===== config.mk =====
export PLATFORM = sky130hd
export DESIGN_NAME = pll_ctrl
export DESIGN_NICKNAME = d
export VERILOG_FILES = /design/src/hw/rtl/pll_pkg.sv /design/src/hw/rtl/pll_ctrl.sv
export SDC_FILE = /design/constraint.sdc
export NUM_CORES = 1
export LEC_CHECK = 0
export BUFFER_PORTS_ARGS = -buffer_cell sky130_fd_sc_hd__clkbuf_2
export CORE_UTILIZATION = 55
export CTS_BUF_LIST = sky130_fd_sc_hd__clkbuf_8
export CTS_CLUSTER_SIZE = 8
export DETAILED_ROUTE_END_ITERATION = 6
export GPL_ROUTABILITY_DRIVEN = 0
export PLACE_DENSITY = 0.84
export SYNTH_ARGS = -nofsm -noshare
export SYNTH_HDL_FRONTEND = slang
export SYNTH_SLANG_ARGS = --single-unit

===== constraint.sdc =====
create_clock -name clk -period 3.6 [get_ports clk]
set_input_delay 0.72 -clock clk [delete_from_list [all_inputs] [get_ports clk]]
set_output_delay 0.72 -clock clk [all_outputs]
set_load 0.01 [all_outputs]

===== src/hw/rtl/pll_pkg.sv =====
// Shared constants, command and status codes and the response record of the list editor.
`timescale 1ns / 1ps

package pll_pkg;

  localparam int CMD_W = 3;
  localparam int POS_W = 12;
  localparam int VAL_W = 32;
  localparam int ST_W  = 2;
  localparam int LEN_W = 12;

  localparam logic [CMD_W-1:0] CMD_CLEAR  = 3'd0;
  localparam logic [CMD_W-1:0] CMD_APPEND = 3'd1;
  localparam logic [CMD_W-1:0] CMD_INSERT = 3'd2;
  localparam logic [CMD_W-1:0] CMD_DELETE = 3'd3;
  localparam logic [CMD_W-1:0] CMD_READ   = 3'd4;

  localparam logic [ST_W-1:0] ST_OK    = 2'd0;
  localparam logic [ST_W-1:0] ST_RANGE = 2'd1;
  localparam logic [ST_W-1:0] ST_FULL  = 2'd2;

  typedef struct packed {
    logic signed [VAL_W-1:0] read_value;
    logic [ST_W-1:0]         status;
    logic [LEN_W-1:0]        list_length;
  } pll_rsp_t;

  typedef struct packed {
    logic link_we;
    logic elem_we;
  } pll_wr_en_t;

endpackage


===== src/hw/rtl/pll_ctrl.sv =====
// Command sequencer: range checks, link walk, node splice and unlink, counters.
`timescale 1ns / 1ps

module pll_ctrl #(
  parameter int POOL_DEPTH = 4096,
  localparam int IDX_W = $clog2(POOL_DEPTH)
) (
  input  logic                              clk,
  input  logic                              rst,
  input  logic                              req_valid,
  output logic                              req_ready,
  input  logic [pll_pkg::CMD_W-1:0]         command,
  input  logic [pll_pkg::POS_W-1:0]         position,
  input  logic signed [pll_pkg::VAL_W-1:0]  value,
  input  logic                              res_free,
  output logic                              done,
  output pll_pkg::pll_rsp_t                 res,
  output pll_pkg::pll_wr_en_t               wr_en,
  output logic [IDX_W-1:0]                  wr_addr,
  output logic [IDX_W-1:0]                  link_wdata,
  output logic [pll_pkg::VAL_W-1:0]         elem_wdata,
  output logic [IDX_W-1:0]                  rd_addr,
  input  logic [IDX_W-1:0]                  link_q,
  input  logic [pll_pkg::VAL_W-1:0]         elem_q
);
  import pll_pkg::*;

  localparam int CNT_W = IDX_W + 1;
  localparam int CW    = ((POS_W > IDX_W) ? POS_W : IDX_W) + 1;

  localparam logic [2:0] S_IDLE   = 3'd0;
  localparam logic [2:0] S_DECODE = 3'd1;
  localparam logic [2:0] S_WALK   = 3'd2;
  localparam logic [2:0] S_LINK1  = 3'd3;
  localparam logic [2:0] S_LINK2  = 3'd4;
  localparam logic [2:0] S_FIN    = 3'd5;

  logic [2:0]              state;
  logic [CMD_W-1:0]        cmd;
  logic [POS_W-1:0]        pos;
  logic [VAL_W-1:0]        val;
  logic [CNT_W-1:0]        alloc;
  logic [IDX_W-1:0]        length;
  logic [IDX_W-1:0]        cnt;
  logic [IDX_W-1:0]        cur;
  logic [IDX_W-1:0]        prev;
  logic [IDX_W-1:0]        succ;
  logic signed [VAL_W-1:0] rd_val;
  logic [ST_W-1:0]         status;

  logic             full;
  logic [CW-1:0]    pos_x;
  logic [CW-1:0]    len_x;
  logic             walk_end;
  logic [IDX_W-1:0] fresh;

  assign full     = (alloc == CNT_W'(POOL_DEPTH));
  assign pos_x    = CW'(pos);
  assign len_x    = CW'(length);
  assign walk_end = (cnt == '0);
  assign fresh    = alloc[IDX_W-1:0];

  always_ff @(posedge clk) begin
    if (rst) begin
      state  <= S_IDLE;
      alloc  <= CNT_W'(1);
      length <= '0;
    end else begin
      case (state)
        S_IDLE: begin
          if (req_valid) begin
            cmd   <= command;
            pos   <= position;
            val   <= value;
            state <= S_DECODE;
          end
        end
        S_DECODE: begin
          rd_val <= '0;
          cur    <= '0;
          prev   <= '0;
          status <= ST_OK;
          state  <= S_FIN;
          case (cmd)
            CMD_CLEAR: begin
              alloc  <= CNT_W'(1);
              length <= '0;
            end
            CMD_APPEND: begin
              if (full) begin
                status <= ST_FULL;
              end else begin
                cnt   <= length;
                state <= S_WALK;
              end
            end
            CMD_INSERT: begin
              if (pos_x > len_x) begin
                status <= ST_RANGE;
              end else if (full) begin
                status <= ST_FULL;
              end else begin
                cnt   <= pos_x[IDX_W-1:0];
                state <= S_WALK;
              end
            end
            CMD_DELETE, CMD_READ: begin
              // walk one link past the predecessor to land on the target node
              if (pos_x >= len_x) begin
                status <= ST_RANGE;
              end else begin
                cnt   <= pos_x[IDX_W-1:0] + IDX_W'(1);
                state <= S_WALK;
              end
            end
            default: ;
          endcase
        end
        S_WALK: begin
          if (!walk_end) begin
            cnt  <= cnt - IDX_W'(1);
            prev <= cur;
            cur  <= link_q;
          end else begin
            succ <= link_q;
            case (cmd)
              CMD_DELETE: begin
                length <= length - IDX_W'(1);
                state  <= S_FIN;
              end
              CMD_READ: begin
                rd_val <= elem_q;
                state  <= S_FIN;
              end
              default: state <= S_LINK1;
            endcase
          end
        end
        S_LINK1: state <= S_LINK2;
        S_LINK2: begin
          alloc  <= alloc + CNT_W'(1);
          length <= length + IDX_W'(1);
          state  <= S_FIN;
        end
        S_FIN: begin
          if (res_free) begin
            state <= S_IDLE;
          end
        end
        default: state <= S_IDLE;
      endcase
    end
  end

  assign req_ready = (state == S_IDLE);
  assign done      = (state == S_FIN) && res_free;

  always_comb begin
    res.read_value  = rd_val;
    res.status      = status;
    res.list_length = LEN_W'(length);
  end

  // memory port steering; reads follow the link register during a walk
  always_comb begin
    wr_en      = '0;
    wr_addr    = cur;
    link_wdata = succ;
    elem_wdata = val;
    rd_addr    = link_q;
    case (state)
      S_DECODE: begin
        rd_addr = '0;
        if (cmd == CMD_CLEAR) begin
          wr_en.link_we = 1'b1;
          wr_addr       = '0;
          link_wdata    = '0;
        end
      end
      S_WALK: begin
        if (walk_end && (cmd == CMD_DELETE)) begin
          wr_en.link_we = 1'b1;
          wr_addr       = prev;
          link_wdata    = link_q;
        end
      end
      S_LINK1: begin
        wr_en.link_we = 1'b1;
        wr_en.elem_we = 1'b1;
        wr_addr       = fresh;
        link_wdata    = succ;
      end
      S_LINK2: begin
        wr_en.link_we = 1'b1;
        wr_addr       = cur;
        link_wdata    = fresh;
      end
      default: ;
    endcase
  end

`ifndef NO_ASSERTIONS
  a_len_below_alloc: assert property (@(posedge clk) disable iff (rst)
    {1'b0, length} < alloc)
    else $error("list length not below pool allocation");

  a_alloc_bounds: assert property (@(posedge clk) disable iff (rst)
    (alloc != '0) && (alloc <= CNT_W'(POOL_DEPTH)))
    else $error("pool allocation out of bounds");

  a_no_splice_when_full: assert property (@(posedge clk) disable iff (rst)
    (state == S_LINK1) |-> !full)
    else $error("node splice with exhausted pool");

  a_walk_countdown: assert property (@(posedge clk) disable iff (rst)
    (state == S_WALK && !walk_end) |=> (state == S_WALK && cnt == $past(cnt) - IDX_W'(1)))
    else $error("walk step lost");

  a_alloc_bump: assert property (@(posedge clk) disable iff (rst)
    (state == S_LINK2) |=> (alloc == $past(alloc) + CNT_W'(1)))
    else $error("allocation counter not bumped after splice");
`endif

endmodule


==> summary.md <==
The run finished, with violations left. The final reports fail on design-rule violations. In the final layout, the share of cells above drive strength 1 is 32.5%. In this design, the stage delay of the slowest critical-path cell is 0.43 ns. The tools report the worst max-slew margin expressed relative to the limit as 49.1%. Entering global routing, the biggest net connects 63 pins.

After detailed routing, the met3 layer carries 1550 um of wire. Average wire per standard cell: 17.5 um. The number of global-route vias before repair came out at 5,970.

After synthesis, the netlist uses 72 different library cells. The leading cell type by number of instances after synthesis was edfxtp_1. The tools report the worst path arrival time as 2.71 ns.

The post-synthesis cell type with the largest combined area is edfxtp_1. The boundary pin count was 213; the placed wire-length estimate after detailed placement was 13,400 um. Setup violations remaining at the end of the flow were counted as 0.

After synthesis, flip-flops and latches occupy 56.9% of the total area. The number of buffers added by the clock tree synthesis step came out at 17. Compared with the post-synthesis result, the final layout area differs by 21.6%. In this run the remaining antenna-violating nets after routing total 0.

The net count of the finished layout is 1,023. For the worst setup path, the data required time is 2.88 ns. After detailed routing, the total wire length is 19,200 um. For the number of max-capacitance violations reported, the log shows 0. The total overflow left after global routing is 0. For the total inserted antenna cells, the log shows 0.

Yosys attributes the largest share of cell area to edfxtp_1, dfxtp_1, and3_1, ha_1, a21oi_1. The standard cell core area is 13,800 um2, and the post-synthesis instance area is 7790 um2. Once placement completed, the tool counted placed cells totaling 1,059. The routed layout has 6,488 vias. The clock tree synthesis step divided the H-tree into 4 levels. For this design, the CTS-stage hold fixing added 0 buffers. At the pin with the least slew margin, the transition time is 0.760 ns. Counting every instance in the synthesized netlist gives 689. Ranked by instance count, the synthesized netlist is headed by edfxtp_1, and3_1, a21oi_1.

The main flop type after synthesis was edfxtp_1. In the finished design, the share of the clock period the worst path needs comes to 95.2%. The detailed router put a total of 7540 um of wire on met1.

The clock tree skew after final layout is 0.0147 ns, and the critical path buffer and inverter count is 4. Input and output buffers added on the ports amount to 212. The first detailed-routing pass took 7 iterations. The area share of the largest cell type after synthesis is 49.7%. The per-instance average area after synthesis is 11.3 um2, and the yosys synthesis warning count is 0. Capturing element type of the critical path: an output pin. For this design the ratio of total power to cell area is 657 nW/um2. The number of flops mapped to enable cells by yosys came out at 129.

The min-delay analysis places its worst path in the category in2reg. Summed over all cells, the static leakage comes to 4.10 nW. Largest delay contributor family on the critical path: simple AND/OR/NAND/NOR gates. The kind of start point of the critical path was a register.

Setup repair after global routing left no endpoint under its margin. The wire length of the first global-routing pass was 29,400 um. The clock passes through at most 2 buffers.

The register bit total from synthesis is 157. The tools report the setup TNS after final layout as 0 ns. The final hold violation count is 0.

Row count: 43. TritonCTS built the clock tree. In the routed layout, each cell is associated on average with a via count of 5.93. Of all flip-flops after synthesis, the portion carrying an async set or reset was 0%. For the number of max-slew violations in the final report, the log shows 0. Net count of the mapped netlist: 811. The maximum net fanout on the critical path is 13. The die is 121 um wide. The post-detailed-route DRC marker count is 4. The die covers 14,600 um2.

Once the floorplan was initialized, standard cells occupied 56.3% of the core. The vertical extent of the die is 121 um, and the global routing usage summed across all routing layers is 26.3%. Clock tree synthesis selected as its root buffer the cell clkbuf_8.

The clock slew seen by the registers of the worst setup and hold paths was 0.09 ns. Traced cell by cell, the critical path runs through inv_1 > ha_1 > or3b_1 > nor2_1 > nand3_2 > nor3_4 > buf_6 > a222oi_1 > inv_1 > clkbuf_2. Excluding fillers, the count of instances in the completed layout stands at 1,094. The run gives 292 MHz as the maximum clock frequency. The worst path in the final design needs a cycle of 3.43 ns, including I/O delays and setup. Wire segments on met2 add up to 9490 um in the final route.

The top routing layer in use is met4. The clock net sink count is 157. On the critical path, the stage with the largest delay is an instance of edfxtp_1. For the clock latency on the worst-skew pair, the log shows 0.46 ns. For this run, the share of the core covered by cells in the final layout is 68.5%.

The initial antenna violation count came out at 0. VDD sags by at most 0.352 mV. The cell that appears most often on the critical path is inv_1. The detailed router finished its first iteration with 649 violations. The critical path is of the reg2out type.
-- registers in the layout, summed over array words and instances (netlist names) --
signal / flops
status: 2
pos: 12
cmd: 3
cnt: 12
cur: 12
state: 3
length: 12
rd_val: 32
elem_wdata: 32
alloc: 13
succ: 12
prev: 12
-- metal layers --
layer  up-vias  global-route usage [%]
met5         -                       0
met4         0                    11.9
met3        59                    6.72
met2       337                    43.2
met1      3046                    32.7
li1       3046                       -
-- area by class of cell --
cell class | instances | area [um2]
clock buffer | 17 | 234
tap | 180 | 225
fill | 1026 | 4360
clock inverter | 15 | 125
timing repair buffer | 233 | 1230
multi-input combinational | 444 | 3040
sequential | 157 | 4430
inverter | 48 | 180
-- through the flow --
step	total power, mW	hold WS (ns)	setup WS [ns]	instance area (um2)
6_report	6.22	0.433	0.172	9470
5_1_grt	6.60	0.406	0.000189	9470
4_1_cts	6.22	0.409	0.0372	9420
3_5_place_dp	4.99	0.564	0.420	9050
3_3_place_gp	4.93	0.550	0.552	9050
2_1_floorplan	4.19	0.501	0.293	7790
-- worst paths after layout --
| kind | endpoint | startpoint | slack, ns | depth (start not counted) |
|---|---|---|---|---|
| worst max-delay path | wr_addr[2] | cnt[0]$_DFFE_PP_ | 0.17 | 10 |
| worst min-delay path | cmd[0]$_DFFE_PP_ | command[0] | 0.43 | 1 |
| worst max register to register | length[11]$_SDFFE_PP0P_ | state[2]$_SDFFE_PP0P_ | 0.59 | 9 |
| worst min register to register | alloc[12]$_SDFFE_PP0P_ | alloc[12]$_SDFFE_PP0P_ | 0.56 | 2 |
-- power breakdown --
| group | leakage, nW | internal, mW | total, mW | switching, mW |
|---|---|---|---|---|
| clock network | 0.178 | 0.541 | 1.21 | 0.665 |
| registers | 1.43 | 2.37 | 2.60 | 0.234 |
| logic | 2.48 | 0.934 | 2.41 | 1.47 |
-- cells by family (layout without fill, tap and decap cells) --
| family | count (synthesis) | in the layout | synth area share (%) |
|---|---|---|---|
| fa+ha+maj | 28 | 28 | 4.56 |
| buf+inv | 88 | 313 | 4.71 |
| simple gates | 240 | 240 | 17.3 |
| compound gates | 157 | 157 | 14.2 |
| mux | 6 | 6 | 0.851 |
| xor+xnor | 13 | 13 | 1.46 |
| flops | 157 | 157 | 56.9 |
-- cell usage in the layout, fill, tap and decap left out, drive strengths merged, types with 6 or more instances in the layout --
cell,netlist,layout
nor4,6,6
edfxtp,129,129
ha,26,26
a222oi,24,24
dfxtp,28,28
buf,15,21
nor2,39,39
o21a,9,9
clkbuf,25,229
nor2b,17,17
nor3,19,19
a21oi,51,51
o21ai,20,20
clkinv,1,7
a31oi,7,7
and3,61,61
nand2,37,37
nand4,6,6
a211oi,13,13
nor3b,8,8
xnor2,8,8
nand3,20,20
inv,47,51
-- worst reg2reg max path, stage by stage (launching register included) --
cell,delay [ns]
dfxtp_1,0.39
buf_4,0.24
nand2_2,0.29
ha_1,0.42
a211oi_2,0.26
o21ai_1,0.15
o2111a_1,0.29
o41a_1,0.44
o21a_1,0.20
a221oi_2,0.25
-- timing repair --
action | in CTS | in global routing
pin swaps | 0 | 1
endpoints found under the setup margin | 15 | 24
resized for setup | 3 | 8
setup buffers | 0 | 2
cloned | 0 | 1
Power figures use the tool's default switching activity.
